===== config.mk =====
export PLATFORM = sky130hd
export DESIGN_NAME = calendar_clock_counter_top
export DESIGN_NICKNAME = d
export VERILOG_FILES = /design/src/rtl/core/ccc_pkg.sv /design/src/rtl/core/calendar_clock_counter_top.sv
export VERILOG_INCLUDE_DIRS = /design/src /design/src/rtl/core
export SDC_FILE = /design/constraint.sdc
export NUM_CORES = 1
export LEC_CHECK = 0
export BUFFER_PORTS_ARGS = -buffer_cell sky130_fd_sc_hd__clkbuf_2
export CAP_MARGIN = 20
export CORE_ASPECT_RATIO = 0.7
export CORE_MARGIN = 2
export CORE_UTILIZATION = 56
export DETAILED_ROUTE_END_ITERATION = 16
export PLACE_DENSITY = 0.9
export SLEW_MARGIN = 40
export SYNTH_ARGS = -nofsm -noshare
export SYNTH_HDL_FRONTEND = slang
export SYNTH_SLANG_ARGS = --single-unit

===== constraint.sdc =====
create_clock -name clk -period 5.24 [get_ports clk]
set_clock_uncertainty 0.1 [all_clocks]
set_input_delay 0 -clock clk [delete_from_list [all_inputs] [get_ports clk]]
set_output_delay 0 -clock clk [all_outputs]
set_load 0.03 [all_outputs]

===== src/rtl/core/calendar_clock_counter_top_defines.svh =====
// Assertion macros shared by the calendar clock RTL.
// Each macro takes a label, the clock, the reset and the two sides of the implication.
`ifndef CALENDAR_CLOCK_COUNTER_TOP_DEFINES_SVH
`define CALENDAR_CLOCK_COUNTER_TOP_DEFINES_SVH

// Consequent must hold in the same cycle as the antecedent.
`define CCC_ASSERT_SAME(label, clk, rst, ante, cons) \
  label: assert property (@(posedge clk) disable iff (rst) (ante) |-> (cons)) \
    else $error("calendar clock check failed");

// Consequent must hold in the cycle after the antecedent.
`define CCC_ASSERT_NEXT(label, clk, rst, ante, cons) \
  label: assert property (@(posedge clk) disable iff (rst) (ante) |=> (cons)) \
    else $error("calendar clock check failed");

`endif


===== src/rtl/core/ccc_pkg.sv =====
`timescale 1ns / 1ps

package ccc_pkg;

  typedef enum logic [1:0] {
    REQ_TICK = 2'd0,
    REQ_LOAD = 2'd1,
    REQ_MARK = 2'd2,
    REQ_NONE = 2'd3
  } req_t;

  localparam logic [15:0] YEAR_AT_RESET = 16'd2000;
  localparam logic [5:0]  SEC_LAST      = 6'd59;
  localparam logic [5:0]  MIN_LAST      = 6'd59;
  localparam logic [4:0]  HOUR_LAST     = 5'd23;
  localparam logic [2:0]  WDAY_LAST     = 3'd6;
  localparam logic [3:0]  MONTH_LAST    = 4'd12;

  // Divisibility by 25 through the modular inverse of 25: x is a multiple of 25
  // exactly when x times the inverse, modulo the word size, is no more than the
  // largest multiple count that fits.
  localparam logic [13:0] INV25_14 = 14'd7209;
  localparam logic [13:0] LIM25_14 = 14'd655;
  localparam logic [11:0] INV25_12 = 12'd3113;
  localparam logic [11:0] LIM25_12 = 12'd163;

  function automatic logic leap_year(input logic [15:0] y);
    logic [13:0] p14;
    logic [11:0] p12;
    logic        div100;
    logic        div400;
    p14    = y[15:2] * INV25_14;
    p12    = y[15:4] * INV25_12;
    div100 = (y[1:0] == 2'd0) && (p14 <= LIM25_14);
    div400 = (y[3:0] == 4'd0) && (p12 <= LIM25_12);
    return (y[1:0] == 2'd0) && (!div100 || div400);
  endfunction

  // Month length; a month outside January to December counts as 31 days.
  function automatic logic [4:0] days_in_month(input logic [3:0] m, input logic leap);
    logic [4:0] d;
    case (m)
      4'd1, 4'd3, 4'd5, 4'd7, 4'd8, 4'd10, 4'd12: d = 5'd31;
      4'd4, 4'd6, 4'd9, 4'd11:                    d = 5'd30;
      4'd2:                                       d = leap ? 5'd29 : 5'd28;
      default:                                    d = 5'd31;
    endcase
    return d;
  endfunction

endpackage


===== src/rtl/core/calendar_clock_counter_top.sv =====
// Calendar clock: one request word in, one time word out per request.
// A request moves from the request register into the time registers, which hold
// its result. Throughput: one request per cycle unless the output stalls; the
// update is a single pass of compare and increment logic across them.
// Reset (synchronous, active high) loads 1 January 2000, 00:00:00, weekday 0,
// zone 0, not synchronised, and empties both stages.
`timescale 1ns / 1ps
`include "calendar_clock_counter_top_defines.svh"

module calendar_clock_counter_top (
  input  logic               clk,
  input  logic               rst,
  input  logic               in_valid,
  output logic               in_ready,
  input  logic [1:0]         req_type,
  input  logic [15:0]        set_year,
  input  logic [3:0]         set_month,
  input  logic [4:0]         set_day,
  input  logic [2:0]         set_weekday,
  input  logic [4:0]         set_hour,
  input  logic [5:0]         set_minute,
  input  logic [5:0]         set_second,
  input  logic signed [15:0] set_zone,
  output logic               out_valid,
  input  logic               out_ready,
  output logic [15:0]        cur_year,
  output logic [3:0]         cur_month,
  output logic [4:0]         cur_day,
  output logic [2:0]         cur_weekday,
  output logic [4:0]         cur_hour,
  output logic [5:0]         cur_minute,
  output logic [5:0]         cur_second,
  output logic signed [15:0] cur_zone,
  output logic               is_synced
);

  // Request register. It holds one accepted word until the time registers are
  // free to take its outcome.
  logic               s1_valid;
  ccc_pkg::req_t      s1_req;
  logic [15:0]        s1_year;
  logic [3:0]         s1_month;
  logic [4:0]         s1_day;
  logic [2:0]         s1_weekday;
  logic [4:0]         s1_hour;
  logic [5:0]         s1_minute;
  logic [5:0]         s1_second;
  logic signed [15:0] s1_zone;

  // The time registers are the result register as well: they only change when
  // the result they show has been taken (or none is showing), so the output
  // word stays put while the consumer stalls.
  logic [15:0]        year_count, year_count_next;
  logic [3:0]         month_count, month_count_next;
  logic [4:0]         day_count, day_count_next;
  logic [2:0]         weekday_count, weekday_count_next;
  logic [4:0]         hour_count, hour_count_next;
  logic [5:0]         minute_count, minute_count_next;
  logic [5:0]         second_count, second_count_next;
  logic signed [15:0] zone_value, zone_value_next;
  logic               synced_flag, synced_flag_next;

  logic               fire;
  logic               leap;
  logic [4:0]         dim;

  // The pending request moves on whenever the output slot is empty or being
  // emptied; the request register refills in the same cycle.
  assign fire     = s1_valid && (!out_valid || out_ready);
  assign in_ready = !s1_valid || fire;

  assign leap = ccc_pkg::leap_year(year_count);
  assign dim  = ccc_pkg::days_in_month(month_count, leap);

  always_ff @(posedge clk) begin
    if (rst) begin
      s1_valid <= 1'b0;
    end else if (in_ready) begin
      s1_valid <= in_valid;
    end
    if (in_valid && in_ready) begin
      s1_req     <= ccc_pkg::req_t'(req_type);
      s1_year    <= set_year;
      s1_month   <= set_month;
      s1_day     <= set_day;
      s1_weekday <= set_weekday;
      s1_hour    <= set_hour;
      s1_minute  <= set_minute;
      s1_second  <= set_second;
      s1_zone    <= set_zone;
    end
  end

  // Cascaded carry: each unit only moves when everything below it wrapped.
  // The weekday and the day both take the carry out of the hours.
  always_comb begin
    year_count_next    = year_count;
    month_count_next   = month_count;
    day_count_next     = day_count;
    weekday_count_next = weekday_count;
    hour_count_next    = hour_count;
    minute_count_next  = minute_count;
    second_count_next  = second_count;
    zone_value_next    = zone_value;
    synced_flag_next   = synced_flag;
    case (s1_req)
      ccc_pkg::REQ_TICK: begin
        if (second_count < ccc_pkg::SEC_LAST) begin
          second_count_next = second_count + 6'd1;
        end else begin
          second_count_next = 6'd0;
          if (minute_count < ccc_pkg::MIN_LAST) begin
            minute_count_next = minute_count + 6'd1;
          end else begin
            minute_count_next = 6'd0;
            if (hour_count < ccc_pkg::HOUR_LAST) begin
              hour_count_next = hour_count + 5'd1;
            end else begin
              hour_count_next = 5'd0;
              if (weekday_count < ccc_pkg::WDAY_LAST) begin
                weekday_count_next = weekday_count + 3'd1;
              end else begin
                weekday_count_next = 3'd0;
              end
              if (day_count < dim) begin
                day_count_next = day_count + 5'd1;
              end else begin
                day_count_next = 5'd1;
                if (month_count < ccc_pkg::MONTH_LAST) begin
                  month_count_next = month_count + 4'd1;
                end else begin
                  month_count_next = 4'd1;
                  year_count_next  = year_count + 16'd1;
                end
              end
            end
          end
        end
      end
      ccc_pkg::REQ_LOAD: begin
        year_count_next    = s1_year;
        month_count_next   = s1_month;
        day_count_next     = s1_day;
        weekday_count_next = s1_weekday;
        hour_count_next    = s1_hour;
        minute_count_next  = s1_minute;
        second_count_next  = s1_second;
        zone_value_next    = s1_zone;
        synced_flag_next   = 1'b1;
      end
      ccc_pkg::REQ_MARK: begin
        synced_flag_next = 1'b1;
      end
      default: begin
        // An unused request code leaves the time as it is and still reports it.
      end
    endcase
  end

  always_ff @(posedge clk) begin
    if (rst) begin
      out_valid     <= 1'b0;
      year_count    <= ccc_pkg::YEAR_AT_RESET;
      month_count   <= 4'd1;
      day_count     <= 5'd1;
      weekday_count <= 3'd0;
      hour_count    <= 5'd0;
      minute_count  <= 6'd0;
      second_count  <= 6'd0;
      zone_value    <= 16'sd0;
      synced_flag   <= 1'b0;
    end else begin
      if (fire) begin
        out_valid     <= 1'b1;
        year_count    <= year_count_next;
        month_count   <= month_count_next;
        day_count     <= day_count_next;
        weekday_count <= weekday_count_next;
        hour_count    <= hour_count_next;
        minute_count  <= minute_count_next;
        second_count  <= second_count_next;
        zone_value    <= zone_value_next;
        synced_flag   <= synced_flag_next;
      end else if (out_ready) begin
        out_valid <= 1'b0;
      end
    end
  end

  assign cur_year    = year_count;
  assign cur_month   = month_count;
  assign cur_day     = day_count;
  assign cur_weekday = weekday_count;
  assign cur_hour    = hour_count;
  assign cur_minute  = minute_count;
  assign cur_second  = second_count;
  assign cur_zone    = zone_value;
  assign is_synced   = synced_flag;

  // A stalled result must not be disturbed by the next request.
  `CCC_ASSERT_NEXT(a_stall_holds_time, clk, rst, out_valid && !out_ready,
    $stable(second_count) && $stable(day_count) && $stable(year_count))

  // With both stages full and the output stalled, nothing more may enter.
  `CCC_ASSERT_SAME(a_full_blocks_input, clk, rst, s1_valid && out_valid && !out_ready,
    !in_ready)

  // A tick below the last second only advances the seconds.
  `CCC_ASSERT_NEXT(a_tick_counts_second, clk, rst,
    fire && (s1_req == ccc_pkg::REQ_TICK) && (second_count < ccc_pkg::SEC_LAST),
    (second_count == $past(second_count) + 6'd1) && $stable(minute_count))

  // A load or a mark leaves the clock synchronised.
  `CCC_ASSERT_NEXT(a_sync_set, clk, rst,
    fire && ((s1_req == ccc_pkg::REQ_LOAD) || (s1_req == ccc_pkg::REQ_MARK)),
    synced_flag && out_valid)

endmodule

# Word level (Yosys, flattened, before mapping)
# Index checks and enable logic that the tools add are counted.
[classes] addsub=7 multipliers=2 n_lt_le_gt_ge=8 n_eq_ne=12 n_mux=35 reduce_logical=26
[op_table] cell="two-way mux 16 bit" count=5
[op_table] cell="two-way mux 5 bit" count=7
[op_table] cell="case mux 16 bit (2 select lines)" count=1
[op_table] cell="case mux 6 bit (2 select lines)" count=2
[op_table] cell="two-way mux 4 bit" count=5
[op_table] cell="case mux 5 bit (2 select lines)" count=2
[op_table] cell="two-way mux 6 bit" count=3
[op_table] cell="adder 16 x 1 -> 16 bit (second input constant)" count=1
[op_table] cell="less-or-equal comparator 14 x 10 -> 1 bit (second input constant)" count=1
[op_table] cell="multiplier 14 x 13 -> 14 bit (second input constant)" count=1
[op_table] cell="adder 6 x 1 -> 6 bit (second input constant)" count=2
[op_table] cell="less-or-equal comparator 12 x 8 -> 1 bit (second input constant)" count=1
[op_table] cell="< comparator 6 bit (second input constant)" count=2
[op_table] cell="multiplier 12 x 11 -> 12 bit (second input constant)" count=1
[op_table] cell="two-way mux 3 bit" count=4
[op_table] cell="adder 5 x 1 -> 5 bit (second input constant)" count=2
[op_table] cell="inequality test 2 bit (second input constant)" count=5
[op_table] cell="equality test 4 x 3 -> 1 bit (second input constant)" count=2
[op_table] cell="equality test 4 bit (second input constant)" count=2
[op_table] cell="case mux 4 bit (2 select lines)" count=1
[op_table] cell="AND reduction 7 bit" count=1
[op_table] cell="case mux 3 bit (2 select lines)" count=1
[op_table] cell="AND reduction 2 bit" count=3
[op_table] cell="AND reduction 6 bit" count=1
[op_table] cell="other kinds (22)" count=34
[word_totals] ff_bits=127 in_bits=67 out_inout_bits=64 wordCells=110

# Depth between registers and ports, before layout
[depth] ltp_word=14 ltp_mapped=16 mapped_depth_nobuf=16

# Least setup slack after synthesis
# Ideal clock, no wire load.
[synth_path] path_type="flip-flop to flip-flop" start="register year_count[2], in the netlist cur_year[2]" end="register month_count[2], in the netlist cur_month[2]" setup_ns=0.130 t_arrival_ns=4.470 required_ns=5.010 setup_slack_ns=0.540 stages_incl_launch_ff=15 n_path_buf=0 period_less_slack_ns=4.700 path_cell_list="dfxtp_1 -> fa_1 -> ha_1 -> ha_1 -> fa_1 -> fa_1 -> ha_1 -> nand2b_1 -> o21bai_1 -> mux2i_1 -> nand4_1 -> a211o_2 -> o311a_4 -> o311ai_4 -> o41ai_2"
[synth_between] elab_chain_cells=11 word_cells_on_any_way=13 classes_between="mul (1); order compare (2); eq/ne (1); mux (2); reduce/logical (7)"
[synth_rtl] element="start, declared" line_no="calendar_clock_counter_top.sv:53" source="logic [15:0] year_count, year_count_next;"
[synth_rtl] element="start signal, assigned" line_no="calendar_clock_counter_top.sv:163" source="year_count <= ccc_pkg::YEAR_AT_RESET;"
[synth_rtl] element="start signal, assigned" line_no="calendar_clock_counter_top.sv:175" source="year_count <= year_count_next;"
[synth_rtl] element="multiplier 14 x 13 -> 14 bit" line_no="ccc_pkg.sv:32" source="p14 = y[15:2] * INV25_14;"
[synth_rtl] element="less-or-equal comparator 14 x 10 -> 1 bit" line_no="ccc_pkg.sv:34" source="div100 = (y[1:0] == 2'd0) && (p14 <= LIM25_14);"
[synth_rtl] element="logical AND 1 bit" line_no="ccc_pkg.sv:34"
[synth_rtl] element="zero test 1 bit" line_no="ccc_pkg.sv:36" source="return (y[1:0] == 2'd0) && (!div100 || div400);"
[synth_rtl] element="logical OR 1 bit (*)" line_no="ccc_pkg.sv:36"
[synth_rtl] element="logical AND 1 bit (*)" line_no="ccc_pkg.sv:36"
[synth_rtl] element="two-way mux 1 bit (*)" line_no="ccc_pkg.sv:45" source="4'd2: d = leap ? 5'd29 : 5'd28;"
[synth_rtl] element="case mux 2 bit (2 select lines) (*)" line_no="ccc_pkg.sv:42" source="case (m)"
[synth_rtl] element="< comparator 5 bit (*)" line_no="calendar_clock_counter_top.sv:125" source="if (day_count < dim) begin"
[synth_rtl] element="inequality test 2 bit (no line) (*)"
[synth_rtl] element="AND reduction 6 bit (no line) (*)"
[synth_rtl] element="end signal, assigned" line_no="calendar_clock_counter_top.sv:176" source="month_count <= month_count_next;"
[synth_rtl] element="end, declared" line_no="calendar_clock_counter_top.sv:54" source="logic [3:0] month_count, month_count_next;"
# Every way passes the cells marked *; elsewhere a longest branch is shown, timed or not.
# A chain may end at the register's enable or synchronous reset.

# Final worst setup path
[layout_path] start="register year_count[3], in the netlist cur_year[3]" end="register month_count[2], in the netlist cur_month[2]"
# Same word-level chain as after synthesis.

==> results.md <==
- The flow ran to the end, and the final reports show no timing, DRC or antenna violations.
- The number of clock sinks seen by CTS is 127.
- The element type at the critical path end is a flop.
- The clock reaches the later pin of the worst-skew pair after 430 ps.
- Power spread over the standard cell area amounts to 295 nW/um2.
- The Yosys step of the flow raised 0 warnings.
- The number of antenna diodes in the final layout is 0.
- The reg-to-reg critical path startpoint is cur_year[3]$_SDFFE_PP0P_.
- The first routing iteration left 607 violations.
- The total routing resource utilization after global routing is 31.6%.
- The worst slack after detailed placement is 529 ps.
- Buffers inserted during clock tree synthesis total 17.
- The aggregate negative setup slack is 0 ps.
- The per-instance average area after synthesis is 9.91 um2.
- The CTS tree is done.
- The worst ir drop on vdd is 0.279 mV.
- Including well taps, the total number of placed cells is 1001.
- In this run the worst hold path is classified as primary input to flop.
- The post-route DRC violation count is 0.
- The number of filler instances in the final layout is 797.
- In this run the worst path has a maximum fanout of 9.
- After detailed routing, the number of vias per cell comes to 5.95.
- The fraction of layout instances using a drive strength above 1 is 21.2%.
- For this design the static power due to leakage is 4.02 nW.
- The count of cells in the finished layout, fillers not included, comes to 1099.
- The final wirelength is 21400 um.
- On the worst path, the slowest cell contributes a delay of 540 ps.
- The number of cells on the worst reg-to-reg path is 13.
- The category of cells accounting for the largest share of critical-path delay is adder cells.
- The synthesized netlist cell count is 726.
- The slowest stage of the critical path belongs to the cell sky130_fd_sc_hd__dfxtp_1.
- The buffers plus inverters on the worst setup path is 0.
- The count of unique library cells instantiated by Yosys is 64.
- The effective utilization at floorplan is 57.7%.
- From synthesis to final layout, the design area changed by 28.8%.
- Sorting the synthesized cells by how often they occur yields sky130_fd_sc_hd__ha_1 (75), sky130_fd_sc_hd__nor2_1 (74), sky130_fd_sc_hd__a21oi_1 (73).
- For the pin with the worst max-slew slack, the measured transition is 802 ps.
- The leading register cell type out of synthesis is sky130_fd_sc_hd__dfxtp_1.
- The wire length of the first global-routing pass is 33900 um.
- The final cycle utilization of the critical path is 92.5%.
- No sink is reached through more buffers than the 2 on the longest clock path.
- The synthesized design contains 127 register bits.
- The final global-route overflow total is 0.
- In this run the core area contains 34 standard-cell rows.
- The clock tree root driver cell is sky130_fd_sc_hd__clkbuf_16.
- Final hold analysis gives a worst-case slack of 84.9 ps.
- Following the worst setup path forward leads to its endpoint at cur_month[2]$_SDFFE_PP0P_.
- Measured along the y axis, the die boundary spans 98.9 um.
- The die footprint is 13800 um2.
- The setup fix buffers added after clock tree synthesis is 0.
- The number of antenna violations at the first check in global routing is 0.
- The total area inside the core boundary comes to 12500 um2.
- Derived from the worst setup path, the maximum achievable clock frequency is 206 MHz.
- Setup slack closes at 394 ps.
- The share of async-settable or async-resettable flops after synthesis is 0%.
- The total stage count of the critical path is 13.
- The detail route stage leaves a number of antenna-violating nets equal to 0.
- The summed instance area of the synthesized netlist is 7200 um2.
- The number of gates resized after CTS was 0.
- Setup slack on the worst reg-to-reg path comes out at 390 ps.
- Summing all non-filler instances in the final layout gives an area of 9270 um2.
- The tool flagged a number of max-cap violations equal to 0.
- The maximum number of pins on one net before global-route repair is 74.
- The synthesized design contains 63 enable-type register cells.
- For this run, the post-layout net count is 1083.
- The total vias in the final route is 6535.
- The number of nets handed over by synthesis was 885.
- The share of synthesized area in the top cell type comes to 26.3%.
- The total power is 2.74 mW.
- The portion of the post-synthesis area used by sequential elements is 44.1%.
- The congestion estimate from routability-driven global placement came to 0.898.
- The max-slew violation count is 0.
- The required time reported for the critical path endpoint is 5430 ps.
- The clock period minus worst slack is 4850 ps.
- The clock transition time at the flip-flop clock pins of the worst setup and hold paths is 60 ps.
- The type of the worst setup path is flop to flop.
- Setup repair after global routing left no endpoint under its margin.
- The critical register-to-register path endpoint is cur_month[2]$_SDFFE_PP0P_.
- In this run the tool buffered the top-level ports with 130 buffer cells.
- Traced cell by cell, the critical path runs through fa_1 -> ha_1 -> ha_1 -> fa_1 -> fa_1 -> ha_1 -> nand2b_1 -> o221a_2 -> nand4_1 -> a211o_2 -> o311a_4 -> o311ai_4 -> o41ai_2.
- The largest area contributor in the netlist is sky130_fd_sc_hd__edfxtp_1.
- The arrival time of the worst setup path is 5030 ps.
- The top-level I/O count is 131.
- The cts-stage hold buffer count is 66.
- The utilization after layout is 74.4%.
- Setup violations remaining at the end of the flow were counted as 0.
- The number of hold violations in the final report is 0.
- The kind of launch point of the worst setup path is a flop.
- CTS built an H-tree with a depth of 4.
- The worst setup path startpoint is cur_year[3]$_SDFFE_PP0P_.
- The per-cell routed wire length is 19.5 um.
- Measured along the x axis, the die boundary spans 140 um.
- The first-pass detailed-route iteration total is 6.
- The number of global-route vias before repair is 6506.
- The worst slew margin relative to its limit is 46.5%.
- Once detailed placement completed, the half-perimeter wirelength came to 12300 um.
- The total placed instance area is 8000 um2.
- By area the synthesized netlist is led by sky130_fd_sc_hd__edfxtp_1 (26%), sky130_fd_sc_hd__dfxtp_1 (18%), sky130_fd_sc_hd__ha_1 (13%).
- The most frequently used cell type in the post-synthesis netlist is sky130_fd_sc_hd__ha_1.
## worst min-delay path by stage
stage | end | startpoint | slack [ps] | cells after the start
3_3_place_gp | s1_hour[4]$_DFFE_PP_ | set_hour[4] | 80 | 1
4_1_cts | cur_minute[2]$_SDFFE_PP0P_ | rst | 70 | 3
2_1_floorplan | s1_day[0]$_DFFE_PP_ | set_day[0] | -1 | 0
3_5_place_dp | s1_hour[1]$_DFFE_PP_ | set_hour[1] | 80 | 1
5_1_grt | is_synced$_SDFFE_PP0P_ | rst | 110 | 3
6_report | cur_minute[2]$_SDFFE_PP0P_ | rst | 80 | 3
## state kept, by name, indices dropped and copies added, names as in the netlist, 2 cells and up
register     cells
cur_year        16
cur_zone        16
s1_year         16
s1_zone         16
cur_minute       6
cur_second       6
s1_minute        6
s1_second        6
cur_day          5
cur_hour         5
s1_day           5
s1_hour          5
cur_month        4
s1_month         4
cur_weekday      3
s1_weekday       3
s1_req           2
## layout by cell type, fill, tap and decap left out, types with 3 or more instances in the layout
| master | instances |
|---|---|
| sky130_fd_sc_hd__and2_1 | 4 |
| sky130_fd_sc_hd__edfxtp_1 | 63 |
| sky130_fd_sc_hd__a31oi_1 | 10 |
| sky130_fd_sc_hd__a21oi_1 | 72 |
| sky130_fd_sc_hd__dfxtp_1 | 64 |
| sky130_fd_sc_hd__ha_1 | 74 |
| sky130_fd_sc_hd__xor2_1 | 5 |
| sky130_fd_sc_hd__o21ai_0 | 39 |
| sky130_fd_sc_hd__clkbuf_16 | 17 |
| sky130_fd_sc_hd__inv_1 | 60 |
| sky130_fd_sc_hd__fa_1 | 17 |
| sky130_fd_sc_hd__clkbuf_2 | 130 |
| sky130_fd_sc_hd__buf_4 | 11 |
| sky130_fd_sc_hd__nor3b_1 | 3 |
| sky130_fd_sc_hd__dlygate4sd3_1 | 66 |
| sky130_fd_sc_hd__nand2_1 | 68 |
| sky130_fd_sc_hd__a22oi_1 | 10 |
| sky130_fd_sc_hd__nor3_1 | 9 |
| sky130_fd_sc_hd__bufinv_16 | 3 |
| sky130_fd_sc_hd__a21o_1 | 3 |
| sky130_fd_sc_hd__o2111ai_1 | 3 |
| sky130_fd_sc_hd__o22ai_1 | 4 |
| sky130_fd_sc_hd__and3_1 | 10 |
| sky130_fd_sc_hd__inv_6 | 3 |
| sky130_fd_sc_hd__nand2b_1 | 5 |
| sky130_fd_sc_hd__a211oi_1 | 9 |
| sky130_fd_sc_hd__xnor2_1 | 16 |
| sky130_fd_sc_hd__or2_2 | 3 |
| sky130_fd_sc_hd__clkinv_4 | 5 |
| sky130_fd_sc_hd__nand3_1 | 16 |
| sky130_fd_sc_hd__nor2b_1 | 3 |
| sky130_fd_sc_hd__o31ai_1 | 5 |
| sky130_fd_sc_hd__nand4_1 | 4 |
| sky130_fd_sc_hd__nor2_1 | 74 |
## worst min-delay path: cells and delay by family
kind	cells	cell delay, ps
AND/OR/NAND/NOR	1	160
buffers and inverters	2	400
## area by class of cell
cell class                      count  area (um2)  area share (%)
Clock buffer                       17         425            4.59
Clock inverter                     15         185            2.00
Inverter                           61         229            2.47
Multi-Input combinational cell    510        3660            39.5
Sequential cell                   127        3170            34.2
Tap cell                          162         203            2.19
Timing Repair Buffer              207        1390            15.0
## report_power, final
part	switching (mW)	leakage, nW	total (mW)	internal, mW
registers	0.0291	1.13	1.12	1.09
logic	0.213	2.59	0.369	0.157
clock network	0.498	0.294	1.25	0.754
## cell families (layout without fill, tap and decap cells)
family                   count (synthesis)  count (layout)  synth area share [%]
AO/OA/AOI/OAI                          185             185                  16.4
XOR/XNOR                                24              24                  3.32
adder cells (fa/ha/maj)                 92              92                  17.8
buffers and inverters                   89             300                  5.25
flip-flops                             127             127                  44.1
multiplexers                             3               3                 0.435
AND/OR/NAND/NOR                        206             206                  12.8
## layer usage
metal / track usage (%) / share of wire [%] / routed length [um]
met4: 14.4 / 3.8 / 808
met2: 53.3 / 48 / 10300
met3: 7.53 / 8.5 / 1820
met1: 38.9 / 39 / 8470
met5: 0 / 0 / 0
Power figures use the tool's default switching activity.
